[config.mk]
export PLATFORM = sky130hd
export DESIGN_NAME = nearest_point_to_reference_top
export DESIGN_NICKNAME = d
export VERILOG_FILES = /design/src/rtl/core/nptr_pkg.sv /design/src/rtl/core/nptr_front.sv /design/src/rtl/core/nptr_fifo.sv /design/src/rtl/core/nptr_back.sv /design/src/rtl/core/nearest_point_to_reference_top.sv
export SDC_FILE = /design/constraint.sdc
export NUM_CORES = 2
export LEC_CHECK = 0
export BUFFER_PORTS_ARGS = -buffer_cell sky130_fd_sc_hd__clkbuf_2
export CORE_ASPECT_RATIO = 2
export CORE_UTILIZATION = 35
export DETAILED_ROUTE_END_ITERATION = 12
export SYNTH_ARGS = -nofsm -noshare
export SYNTH_HDL_FRONTEND = slang
export SYNTH_SLANG_ARGS = --single-unit
[constraint.sdc]
create_clock -name i_clk -period 20.6 [get_ports i_clk]
set_input_delay 3.09 -clock i_clk [delete_from_list [all_inputs] [get_ports i_clk]]
set_output_delay 3.09 -clock i_clk [all_outputs]
set_load 0.02 [all_outputs]
[src/rtl/core/nptr_pkg.sv]
// Shared constants, register indexes and types of the nearest point search.
// Depends on nothing; imported by every module of the block.
package nptr_pkg;

    localparam int COORD_BITS = 16;
    localparam int LIMIT_BITS = COORD_BITS + 1;
    localparam int DIFF_BITS  = COORD_BITS + 1;
    localparam int SQ_BITS    = 2 * COORD_BITS;
    localparam int SUM_BITS   = SQ_BITS + 2;
    localparam int DIST_BITS  = 2 * LIMIT_BITS + 1;
    localparam int ROOT_BITS  = (DIST_BITS + 1) / 2;
    localparam int VAL_BITS   = 2 * ROOT_BITS;
    localparam int REM_BITS   = ROOT_BITS + 2;
    localparam int STEP_BITS  = $clog2(ROOT_BITS);
    localparam int CFG_ADDR_BITS = 2;
    localparam int FIFO_DEPTH = 2;
    localparam int FIFO_PTR_BITS = $clog2(FIFO_DEPTH);

    localparam logic [CFG_ADDR_BITS-1:0] REG_REF_X       = 2'd0;
    localparam logic [CFG_ADDR_BITS-1:0] REG_REF_Y       = 2'd1;
    localparam logic [CFG_ADDR_BITS-1:0] REG_REF_Z       = 2'd2;
    localparam logic [CFG_ADDR_BITS-1:0] REG_START_LIMIT = 2'd3;

    typedef struct packed {
        logic [DIST_BITS-1:0]         dist_sq;
        logic signed [COORD_BITS-1:0] x;
        logic signed [COORD_BITS-1:0] y;
        logic signed [COORD_BITS-1:0] z;
        logic                         found;
    } t_frame_res;

endpackage

[src/rtl/core/nptr_front.sv]
// Front: configuration registers, distance pipeline and running minimum.
// Pushes one frame result per last point into the queue. Uses nptr_pkg.
module nptr_front import nptr_pkg::*; (
    input  logic                         i_clk,
    input  logic                         i_rst_n,
    input  logic                         i_cfg_we,
    input  logic [CFG_ADDR_BITS-1:0]     i_cfg_addr,
    input  logic [LIMIT_BITS-1:0]        i_cfg_data,
    input  logic                         i_push,
    output logic                         o_full,
    input  logic signed [COORD_BITS-1:0] i_point_x,
    input  logic signed [COORD_BITS-1:0] i_point_y,
    input  logic signed [COORD_BITS-1:0] i_point_z,
    input  logic                         i_point_valid,
    input  logic                         i_frame_last,
    output logic                         o_q_push,
    output t_frame_res                   o_q_data,
    input  logic                         i_q_full
);

    logic signed [COORD_BITS-1:0] r_ref_x, r_ref_y, r_ref_z;
    logic [LIMIT_BITS-1:0]        r_start_limit;
    logic [DIST_BITS-1:0]         r_limit_sq;

    logic                         r_s1_valid, r_s2_valid, r_s3_valid;
    logic                         r_s1_pv, r_s2_pv, r_s3_pv;
    logic                         r_s1_last, r_s2_last, r_s3_last;
    logic signed [COORD_BITS-1:0] r_s1_x, r_s1_y, r_s1_z;
    logic signed [COORD_BITS-1:0] r_s2_x, r_s2_y, r_s2_z;
    logic signed [COORD_BITS-1:0] r_s3_x, r_s3_y, r_s3_z;
    logic signed [DIFF_BITS-1:0]  r_dx, r_dy, r_dz;
    logic [SQ_BITS-1:0]           r_sqx, r_sqy, r_sqz;
    logic [SUM_BITS-1:0]          r_sum;

    logic [DIST_BITS-1:0]         r_best;
    logic signed [COORD_BITS-1:0] r_bx, r_by, r_bz;
    logic                         r_found;

    logic                         stall, advance, better, n_found;
    logic signed [DIFF_BITS-1:0]  dx, dy, dz;
    logic signed [2*DIFF_BITS-1:0] px2, py2, pz2;
    logic [2*LIMIT_BITS-1:0]      lim2;
    logic [DIST_BITS-1:0]         eff, d2, n_dist;
    logic signed [COORD_BITS-1:0] n_x, n_y, n_z;

    assign stall   = r_s3_valid && r_s3_last && i_q_full;
    assign advance = !stall;
    assign o_full  = stall;

    assign dx = DIFF_BITS'(i_point_x) - DIFF_BITS'(r_ref_x);
    assign dy = DIFF_BITS'(i_point_y) - DIFF_BITS'(r_ref_y);
    assign dz = DIFF_BITS'(i_point_z) - DIFF_BITS'(r_ref_z);
    assign px2 = r_dx * r_dx;
    assign py2 = r_dy * r_dy;
    assign pz2 = r_dz * r_dz;
    assign lim2 = r_start_limit * r_start_limit;

    assign eff    = r_found ? r_best : r_limit_sq;
    assign d2     = DIST_BITS'(r_sum);
    assign better = r_s3_pv && (d2 < eff);
    assign n_dist = better ? d2 : eff;
    assign n_x    = better ? r_s3_x : r_bx;
    assign n_y    = better ? r_s3_y : r_by;
    assign n_z    = better ? r_s3_z : r_bz;
    assign n_found = r_found || better;

    assign o_q_push         = r_s3_valid && r_s3_last && !i_q_full;
    assign o_q_data.dist_sq = n_dist;
    assign o_q_data.x       = n_x;
    assign o_q_data.y       = n_y;
    assign o_q_data.z       = n_z;
    assign o_q_data.found   = n_found;

    always_ff @(posedge i_clk) begin
        r_limit_sq <= DIST_BITS'(lim2);
        if (!i_rst_n) begin
            r_ref_x       <= '0;
            r_ref_y       <= '0;
            r_ref_z       <= '0;
            r_start_limit <= '1;
        end else if (i_cfg_we) begin
            case (i_cfg_addr)
                REG_REF_X:       r_ref_x <= i_cfg_data[COORD_BITS-1:0];
                REG_REF_Y:       r_ref_y <= i_cfg_data[COORD_BITS-1:0];
                REG_REF_Z:       r_ref_z <= i_cfg_data[COORD_BITS-1:0];
                REG_START_LIMIT: r_start_limit <= i_cfg_data;
                default: ;
            endcase
        end
    end

    always_ff @(posedge i_clk) begin
        if (!i_rst_n) begin
            r_s1_valid <= 1'b0;
            r_s2_valid <= 1'b0;
            r_s3_valid <= 1'b0;
            r_found    <= 1'b0;
            r_bx       <= '0;
            r_by       <= '0;
            r_bz       <= '0;
        end else if (advance) begin
            r_s1_valid <= i_push;
            r_s2_valid <= r_s1_valid;
            r_s3_valid <= r_s2_valid;
            if (r_s3_valid) begin
                if (r_s3_last) begin
                    r_found <= 1'b0;
                    r_bx    <= '0;
                    r_by    <= '0;
                    r_bz    <= '0;
                end else begin
                    r_found <= n_found;
                    r_bx    <= n_x;
                    r_by    <= n_y;
                    r_bz    <= n_z;
                end
            end
        end
    end

    always_ff @(posedge i_clk) begin
        if (advance) begin
            r_s1_pv   <= i_point_valid;
            r_s1_last <= i_frame_last;
            r_s1_x    <= i_point_x;
            r_s1_y    <= i_point_y;
            r_s1_z    <= i_point_z;
            r_dx      <= dx;
            r_dy      <= dy;
            r_dz      <= dz;
            r_s2_pv   <= r_s1_pv;
            r_s2_last <= r_s1_last;
            r_s2_x    <= r_s1_x;
            r_s2_y    <= r_s1_y;
            r_s2_z    <= r_s1_z;
            r_sqx     <= px2[SQ_BITS-1:0];
            r_sqy     <= py2[SQ_BITS-1:0];
            r_sqz     <= pz2[SQ_BITS-1:0];
            r_s3_pv   <= r_s2_pv;
            r_s3_last <= r_s2_last;
            r_s3_x    <= r_s2_x;
            r_s3_y    <= r_s2_y;
            r_s3_z    <= r_s2_z;
            r_sum     <= SUM_BITS'(r_sqx) + SUM_BITS'(r_sqy) + SUM_BITS'(r_sqz);
            if (r_s3_valid) begin
                r_best <= n_dist;
            end
        end
    end

`ifndef SYNTHESIS
    a_stall_holds: assert property (@(posedge i_clk) disable iff (!i_rst_n)
        stall |=> r_s3_valid && r_s3_last)
        else $error("stalled last point lost");
    a_idle_coords_zero: assert property (@(posedge i_clk) disable iff (!i_rst_n)
        !r_found |-> (r_bx == 0 && r_by == 0 && r_bz == 0))
        else $error("nearest point not cleared while nothing found");
`endif

endmodule

[src/rtl/core/nptr_fifo.sv]
// Short queue of frame results between the search front and the root back.
// Register array with read and write pointers. Uses nptr_pkg.
module nptr_fifo import nptr_pkg::*; (
    input  logic       i_clk,
    input  logic       i_rst_n,
    input  logic       i_push,
    input  t_frame_res i_data,
    output logic       o_full,
    input  logic       i_pop,
    output t_frame_res o_data,
    output logic       o_empty
);

    t_frame_res                r_mem [FIFO_DEPTH];
    logic [FIFO_PTR_BITS-1:0]  r_wr_ptr, r_rd_ptr;
    logic [FIFO_PTR_BITS:0]    r_count;
    logic                      do_push, do_pop;

    assign o_full  = (r_count == (FIFO_PTR_BITS+1)'(FIFO_DEPTH));
    assign o_empty = (r_count == '0);
    assign do_push = i_push && !o_full;
    assign do_pop  = i_pop && !o_empty;
    assign o_data  = r_mem[r_rd_ptr];

    always_ff @(posedge i_clk) begin
        if (do_push) begin
            r_mem[r_wr_ptr] <= i_data;
        end
    end

    always_ff @(posedge i_clk) begin
        if (!i_rst_n) begin
            r_wr_ptr <= '0;
            r_rd_ptr <= '0;
            r_count  <= '0;
        end else begin
            if (do_push) begin
                r_wr_ptr <= r_wr_ptr + 1'b1;
            end
            if (do_pop) begin
                r_rd_ptr <= r_rd_ptr + 1'b1;
            end
            r_count <= r_count + (FIFO_PTR_BITS+1)'(do_push) - (FIFO_PTR_BITS+1)'(do_pop);
        end
    end

`ifndef SYNTHESIS
    a_count_bound: assert property (@(posedge i_clk) disable iff (!i_rst_n)
        r_count <= (FIFO_PTR_BITS+1)'(FIFO_DEPTH))
        else $error("queue count overflow");
    a_ptr_match: assert property (@(posedge i_clk) disable iff (!i_rst_n)
        (r_count == '0 || o_full) |-> (r_rd_ptr == r_wr_ptr))
        else $error("queue pointers disagree with count");
`endif

endmodule

[src/rtl/core/nptr_back.sv]
// Back: takes frame results from the queue, runs a two-bits-per-cycle
// integer square root and holds the result in the output register. Uses nptr_pkg.
module nptr_back import nptr_pkg::*; (
    input  logic                         i_clk,
    input  logic                         i_rst_n,
    input  t_frame_res                   i_q_data,
    input  logic                         i_q_empty,
    output logic                         o_q_pop,
    output logic                         o_empty,
    input  logic                         i_pop,
    output logic [LIMIT_BITS-1:0]        o_near_dist,
    output logic signed [COORD_BITS-1:0] o_nearest_x,
    output logic signed [COORD_BITS-1:0] o_nearest_y,
    output logic signed [COORD_BITS-1:0] o_nearest_z,
    output logic                         o_found
);

    typedef enum logic [1:0] {S_IDLE, S_RUN, S_DONE} t_state;

    t_state                       r_state;
    logic [VAL_BITS-1:0]          r_val;
    logic [REM_BITS-1:0]          r_rem;
    logic [ROOT_BITS-1:0]         r_root;
    logic [STEP_BITS-1:0]         r_cnt;
    logic signed [COORD_BITS-1:0] r_x, r_y, r_z;
    logic                         r_fnd;
    logic                         r_out_valid;

    logic [REM_BITS:0]            rem_sh, trial, rem_sub;
    logic                         ge;

    assign rem_sh  = {r_rem[REM_BITS-2:0], r_val[VAL_BITS-1 -: 2]};
    assign trial   = {1'b0, r_root, 2'b01};
    assign ge      = (rem_sh >= trial);
    assign rem_sub = rem_sh - trial;

    assign o_q_pop = (r_state == S_IDLE) && !i_q_empty;
    assign o_empty = !r_out_valid;

    always_ff @(posedge i_clk) begin
        if (!i_rst_n) begin
            r_state     <= S_IDLE;
            r_out_valid <= 1'b0;
            r_cnt       <= '0;
        end else begin
            if (i_pop && r_out_valid) begin
                r_out_valid <= 1'b0;
            end
            case (r_state)
                S_IDLE: begin
                    if (!i_q_empty) begin
                        r_val   <= VAL_BITS'(i_q_data.dist_sq);
                        r_rem   <= '0;
                        r_root  <= '0;
                        r_cnt   <= '0;
                        r_x     <= i_q_data.x;
                        r_y     <= i_q_data.y;
                        r_z     <= i_q_data.z;
                        r_fnd   <= i_q_data.found;
                        r_state <= S_RUN;
                    end
                end
                S_RUN: begin
                    r_val  <= {r_val[VAL_BITS-3:0], 2'b00};
                    r_rem  <= ge ? rem_sub[REM_BITS-1:0] : rem_sh[REM_BITS-1:0];
                    r_root <= {r_root[ROOT_BITS-2:0], ge};
                    r_cnt  <= r_cnt + 1'b1;
                    if (r_cnt == STEP_BITS'(ROOT_BITS - 1)) begin
                        r_state <= S_DONE;
                    end
                end
                S_DONE: begin
                    if (!r_out_valid || i_pop) begin
                        o_near_dist <= r_root[LIMIT_BITS-1:0];
                        o_nearest_x <= r_x;
                        o_nearest_y <= r_y;
                        o_nearest_z <= r_z;
                        o_found     <= r_fnd;
                        r_out_valid <= 1'b1;
                        r_state     <= S_IDLE;
                    end
                end
                default: r_state <= S_IDLE;
            endcase
        end
    end

`ifndef SYNTHESIS
    a_cnt_bound: assert property (@(posedge i_clk) disable iff (!i_rst_n)
        (r_state == S_RUN) |-> (r_cnt < STEP_BITS'(ROOT_BITS)))
        else $error("root step counter out of range");
    a_load_from_done: assert property (@(posedge i_clk) disable iff (!i_rst_n)
        $rose(r_out_valid) |-> $past(r_state == S_DONE))
        else $error("result shown before root finished");
`endif

endmodule

[src/rtl/core/nearest_point_to_reference_top.sv]
// Top level of the nearest point search: front, result queue and root back.
// Depends on nptr_pkg, nptr_front, nptr_fifo and nptr_back.
//
// Usage:
//   Points enter on a queue-style input: a transaction completes at a rising
//   edge with push high and full low; one point per cycle while not full.
//   A point with frame_last closes its frame; one result transaction per
//   frame comes out on the result side: the result is on the ports while
//   empty is low and is taken at an edge with pop high.
//   From the last point of a frame to its result, the frame passes the
//   distance pipeline into the queue, the root unit loads it and runs 18
//   root steps, then loads the output when free. The root unit takes
//   a new frame only when idle; a two-entry queue holds finished frames.
//   Registers are written through i_cfg_we / i_cfg_addr / i_cfg_data while
//   the block is idle; reference writes take effect on the next cycle.
//   Reset (synchronous, active low) sets the reference to the origin and
//   the start limit to all ones, and drops queued and shown results.
//   When the receiver stalls, the shown result holds, frames collect in the
//   queue, and full rises once a last point finds the queue full.
module nearest_point_to_reference_top import nptr_pkg::*; (
    input  logic                         i_clk,
    input  logic                         i_rst_n,
    input  logic                         i_cfg_we,
    input  logic [CFG_ADDR_BITS-1:0]     i_cfg_addr,
    input  logic [LIMIT_BITS-1:0]        i_cfg_data,
    input  logic                         push,
    output logic                         full,
    input  logic signed [COORD_BITS-1:0] i_point_x,
    input  logic signed [COORD_BITS-1:0] i_point_y,
    input  logic signed [COORD_BITS-1:0] i_point_z,
    input  logic                         i_point_valid,
    input  logic                         i_frame_last,
    output logic                         empty,
    input  logic                         pop,
    output logic [LIMIT_BITS-1:0]        o_near_dist,
    output logic signed [COORD_BITS-1:0] o_nearest_x,
    output logic signed [COORD_BITS-1:0] o_nearest_y,
    output logic signed [COORD_BITS-1:0] o_nearest_z,
    output logic                         o_found
);

    logic       q_push, q_full, q_pop, q_empty;
    t_frame_res q_wdata, q_rdata;

    nptr_front u_front (
        .i_clk         (i_clk),
        .i_rst_n       (i_rst_n),
        .i_cfg_we      (i_cfg_we),
        .i_cfg_addr    (i_cfg_addr),
        .i_cfg_data    (i_cfg_data),
        .i_push        (push),
        .o_full        (full),
        .i_point_x     (i_point_x),
        .i_point_y     (i_point_y),
        .i_point_z     (i_point_z),
        .i_point_valid (i_point_valid),
        .i_frame_last  (i_frame_last),
        .o_q_push      (q_push),
        .o_q_data      (q_wdata),
        .i_q_full      (q_full)
    );

    nptr_fifo u_fifo (
        .i_clk   (i_clk),
        .i_rst_n (i_rst_n),
        .i_push  (q_push),
        .i_data  (q_wdata),
        .o_full  (q_full),
        .i_pop   (q_pop),
        .o_data  (q_rdata),
        .o_empty (q_empty)
    );

    nptr_back u_back (
        .i_clk       (i_clk),
        .i_rst_n     (i_rst_n),
        .i_q_data    (q_rdata),
        .i_q_empty   (q_empty),
        .o_q_pop     (q_pop),
        .o_empty     (empty),
        .i_pop       (pop),
        .o_near_dist (o_near_dist),
        .o_nearest_x (o_nearest_x),
        .o_nearest_y (o_nearest_y),
        .o_nearest_z (o_nearest_z),
        .o_found     (o_found)
    );

endmodule
## Word-level counts from Yosys, hierarchy flattened

Memories as Yosys holds them, arrays and structs flattened. A register that Yosys moved wholly into a read port is not among the register bits.
Index checks and enable logic that the tools add are counted.
W data, S select, Z words.

- Add/sub/neg operators: 11
- Multipliers: 4
- Order comparisons: 2
- Equal/unequal tests: 10
- Multiplexer cells: 29
- Bitwise gates (word level): 2
- Reductions and logical operators: 27

Operators by type and width:

| operator | number |
|---|---|
| $mul A17 B17 Y32 | 3 |
| $mux W16 | 6 |
| $pmux W36 S2 | 1 |
| $mux W35 | 2 |
| $sub A16 B16 Y17 | 3 |
| $mux W19 | 2 |
| $pmux W19 S2 | 1 |
| $mux W36 | 1 |
| $pmux W18 S2 | 1 |
| $lt A34 B35 Y1 | 1 |
| $add A34 B32 Y34 | 1 |
| $mul A17 B17 Y34 | 1 |
| $add A32 B32 Y33 | 1 |
| $ge A21 B20 Y1 | 1 |
| $sub A19 B19 Y19 | 1 |
| $mux W18 | 1 |
| $reduce_and A2 Y1 | 6 |
| $reduce_and A3 Y1 | 4 |
| $pmux W5 S2 | 1 |
| $eq A2 B2 Y1 const B | 4 |
| $logic_and A1 B1 Y1 | 8 |
| $mux W1 | 8 |
| $logic_not A2 Y1 | 3 |
| $mux W2 | 3 |
| 14 further kinds | 21 |

- Register bits after elaboration: 717
- RAM bits: 168
- Output and inout port bits: 68
- Memories kept: 1

Memories:

| name | depth | bits a word | rd ports | clocked after Yosys merged registers in | wr ports | line | text |
|---|---|---|---|---|---|---|---|
| u_fifo.r_mem | 2 | 84 | 1 | 1 | 1 | nptr_fifo.sv:14 | `t_frame_res r_mem [FIFO_DEPTH];` |

## Depth between registers and ports, before layout

- Word-level depth: 6
- Mapped depth: 27
- Mapped depth without buffers: 25

## Hierarchy

From an unflattened synthesis, not the netlist that was laid out.

- Cell total of the unflattened synthesis: 6,463
- Area total of the unflattened synthesis: 72,610.9 um2

By module, submodules not included:

| module | instances | cells each | area an instance (um2) |
|---|---|---|---|
| nptr_front | 1 | 5,564 | 57,960.6 |
| nptr_back | 1 | 611 | 8,111.5 |
| nptr_fifo | 1 | 288 | 6,538.8 |

## Worst setup path after synthesis

No wires, ideal clock.

- Kind: register to output
- From: reg u_fifo.r_count[1]
- To: out full
- Data arrival time: 10.921 ns
- Data required time: 17.510 ns
- Path slack: 6.589 ns
- Cell stages (with the launch flop): 4
- Path through: dfxtp_1 > nor2b_1 > nand3_1 > inv_1

- Longest elaborated chain between the ends: 2

RTL lines:

| element | line | text |
|---|---|---|
| from (decl) | nptr_fifo.sv:16 | `logic [FIFO_PTR_BITS:0] r_count;` |
| from (signal assigned) | nptr_fifo.sv:43 | `r_count <= r_count + (FIFO_PTR_BITS+1)'(do_push) - (FIFO_PTR_BITS+1)'(do_pop);` |
| $eq A2 B2 Y1 | nptr_fifo.sv:19 | `assign o_full = (r_count == (FIFO_PTR_BITS+1)'(FIFO_DEPTH));` |
| $logic_and A1 B1 Y1 | nptr_front.sv:46 | `assign stall = r_s3_valid && r_s3_last && i_q_full;` |
| to (decl) | nearest_point_to_reference_top.sv:27 | `output logic full,` |

No other way between the ends.

## Worst setup path in the final report

- From: reg u_front.r_dx[3]
- To: reg u_front.r_sqx[31] (data pin)

- Longest elaborated chain between the ends: 1

RTL lines:

| element | line | text |
|---|---|---|
| from (decl) | nptr_front.sv:31 | `logic signed [DIFF_BITS-1:0] r_dx, r_dy, r_dz;` |
| from (signal assigned) | nptr_front.sv:128 | `r_dx <= dx;` |
| $mul A17 B17 Y32 | nptr_front.sv:53 | `assign px2 = r_dx * r_dx;` |
| via u_front.px2[31] | nptr_front.sv:41 | `logic signed [2*DIFF_BITS-1:0] px2, py2, pz2;` |
| to (signal assigned) | nptr_front.sv:136 | `r_sqx <= px2[SQ_BITS-1:0];` |
| to (decl) | nptr_front.sv:32 | `logic [SQ_BITS-1:0] r_sqx, r_sqy, r_sqz;` |

The timed path passes the listed nets, and every way through them passes these cells.
A chain may end at the register's enable or synchronous reset.

==> results.cfg <==
[outcome]
status = complete, no violations

[finish]
syn_to_final_growth_pct = 8.78
final_cell_mix = inv_1 (1403), fa_1 (963), edfxtp_1 (719), nand2_1 (600), ha_1 (520)
multi_input_area_um2 = 41400
drive_above_1_share = 0.0686
final_common_cell = inv_1
num-nets-final = 8142
fillers = 20000
ff_latch_area_um2 = 24900

[detailed_routing]
drt_iter0_markers = 2120
drtPass1Iterations = 5
drcViolationCount = 0
routed_wl_um = 190000
wl_per_cell_um = 20.2
ant_nets = 0
vias = 45700
vias_per_cell = 4.87

[synth]
synth_top_cell_by_area = edfxtp_1
synth_edf_count = 719
synth-seq-cells = 882
synthCells = 6518
synth_fp_nets = 8075
seq_area_frac_synth = 0.344
yosysUniqueCellTypes = 92
syn_area_um2 = 72200
syn_avg_cell_area_um2 = 11.1
async_flop_share = 0
ys_warn_count = 0
ys.flop_type = edfxtp_1
synth_top_area_frac = 0.299
synth.area.top_cells = edfxtp_1 (30%), fa_1 (27%), ha_1 (9.0%)

[clock_tree]
clk_latency_ps = 690
root_buffer = clkbuf_16
cts_hold_repair.buffers = 0
tritoncts = yes
ctsResizeCount = 0
cts.clk_slew.worst_paths_ps = 80
clock_sinks = 882
h-tree-depth = 3
cts_made_buffers = 74
cts_buffer_depth = 3
post_cts_buffers = 0

[floorplanning]
die_w_um = 323
dieHeight_um = 644
num_rows = 235
die-area_um2 = 208000
io_pins = 142
core_um2 = 205000
start_util = 0.352

[hold_path]
hp-start = u_front.r_s2_z[7]
whs_endpoint = u_front.r_s3_z[7]
hold_path.class = reg2reg
min_path_cells = 0

[timing]
worstMarginPinSlew_ps = 1200
final.min_clock_period_ps = 7240
finalSetupViolCount = 0
slew_violations = 0
hold_violations = 0
grt_setup_unrepaired = no
fin_crit_sh = 0.351
relSlewSlack = 0.195
setup_tns_ps = 0
fmax_mhz = 138
skew_ps = 29.8

[setup_path]
regToRegEndpoint = u_front.r_sqx[31]
cp-end-kind = flop
reg2reg_depth = 18
crit_arrival_ps = 7650
regToRegSetupSlack_ps = 13360
required_ps = 21020
cp_max_fo = 18
reg2reg_from = u_front.r_dx[3]
criticalPathCategory = reg2reg
start_kind = flop

[grt]
grt_pass1_wl_um = 291000
antenna_found_initial = 3
grt_max_degree = 79
grt_overflow_total = 0
grtUsageTotal = 0.187
grt_pass1_vias = 50700

[placement]
port_buffers = 141
place.gp.congestion = 0.908
place.detailed.hpwl_um = 151000

[job]
maxCapViolations = 0
==> state kept, by name, indices dropped and copies added (netlist names), 18 cells and up, named ones only <==
register / flops
u_front.r_sum: 34
u_back.r_root: 18
u_front.r_limit_sq: 33
u_front.r_best: 35
u_fifo.r_mem: 168
u_front.r_sqz: 31
u_front.r_sqx: 31
u_back.r_val: 36
u_back.r_rem: 19
u_front.r_sqy: 31
==> layout make-up <==
| type | count | area share |
|---|---|---|
| Multi-Input combinational cell | 4049 | 0.527 |
| Sequential cell | 882 | 0.317 |
| Inverter | 1405 | 0.0672 |
| Tap cell | 2725 | 0.0434 |
| Clock buffer | 97 | 0.0268 |
| Timing Repair Buffer | 173 | 0.0120 |
| Clock inverter | 37 | 0.00655 |
| Antenna cell | 2 | 0.0000638 |
==> kinds of logic (layout without fill, tap and decap cells) <==
kind of cell | count (synthesis) | in the layout | share of synthesized area
AO/OA/AOI/OAI | 725 | 725 | 0.0659
AND/OR/NAND/NOR | 1398 | 1398 | 0.0906
XOR/XNOR | 260 | 260 | 0.0316
other | 0 | 2 | 0
flip-flops | 882 | 882 | 0.344
buffers and inverters | 1587 | 1712 | 0.0831
adder cells (fa/ha/maj) | 1483 | 1483 | 0.357
multiplexers | 183 | 183 | 0.0271
==> critical path, cell delays in order, from the launching register on <==
cell and delay, ps:
edfxtp_1 750, nand2_1 230, inv_1 80, fa_1 670, inv_1 150, fa_1 800
inv_1 140, fa_1 480, fa_1 600, fa_1 440, fa_1 440, ha_1 340
a21oi_1 240, o21a_1 150, o21ai_0 130, a2111oi_0 740, o311ai_0 270, a21oi_1 220
xnor2_1 100
==> how the worst max path moves through the flow <==
| stage | startpoint | endpoint | cells past startpoint |
|---|---|---|---|
| floorplan | u_fifo.r_count[1] | full | 3 |
| global placement | u_front.r_dy[7] | u_front.r_sqy[28] | 23 |
| detailed placement | u_front.r_dx[4] | u_front.r_sqx[31] | 17 |
| CTS | u_front.r_dx[4] | u_front.r_sqx[31] | 17 |
| global route | u_front.r_dx[3] | u_front.r_sqx[31] | 18 |
| finish | u_front.r_dx[3] | u_front.r_sqx[31] | 18 |
==> cells in the mapped netlist, types with 62 or more instances <==
library cell and number:
clkbuf_1 151, mux2i_1 82, dfxtp_1 163, ha_1 520
and2_1 228, nand2_1 600, edfxtp_1 719, a21o_1 70
a21oi_1 215, xnor2_1 202, fa_1 963, mux2_2 101
o21ai_0 156, nor2b_1 63, nor3_1 62, nor2_1 247
inv_1 1403
==> through the flow <==
step | cells | area (um2) | hold WS, ps | worst slack, ps | utilization
3_5_place_dp | 9234 | 75900 | 405 | 13350 | 0.370
4_1_cts | 9368 | 78500 | 393 | 13300 | 0.383
6_report | 9370 | 78500 | 396 | 13360 | 0.383
3_3_place_gp | 9234 | 75900 | 400 | 13370 | 0.370
5_1_grt | 9370 | 78500 | 405 | 12910 | 0.383
2_1_floorplan | 6518 | 72200 | 400 | 6590 | -
==> routing by layer <==
metal | vias to the layer above | GRT usage | share of wire
met5 | - | 0 | 0
met4 | 0 | 0.143 | 0.089
met3 | 467 | 0.0160 | 0.025
met2 | 931 | 0.371 | 0.57
met1 | 23400 | 0.171 | 0.31
li1 | 20900 | - | -
Power is not shown: default switching activity piles up to over one toggle a cycle in this logic, so the estimate is an artifact.
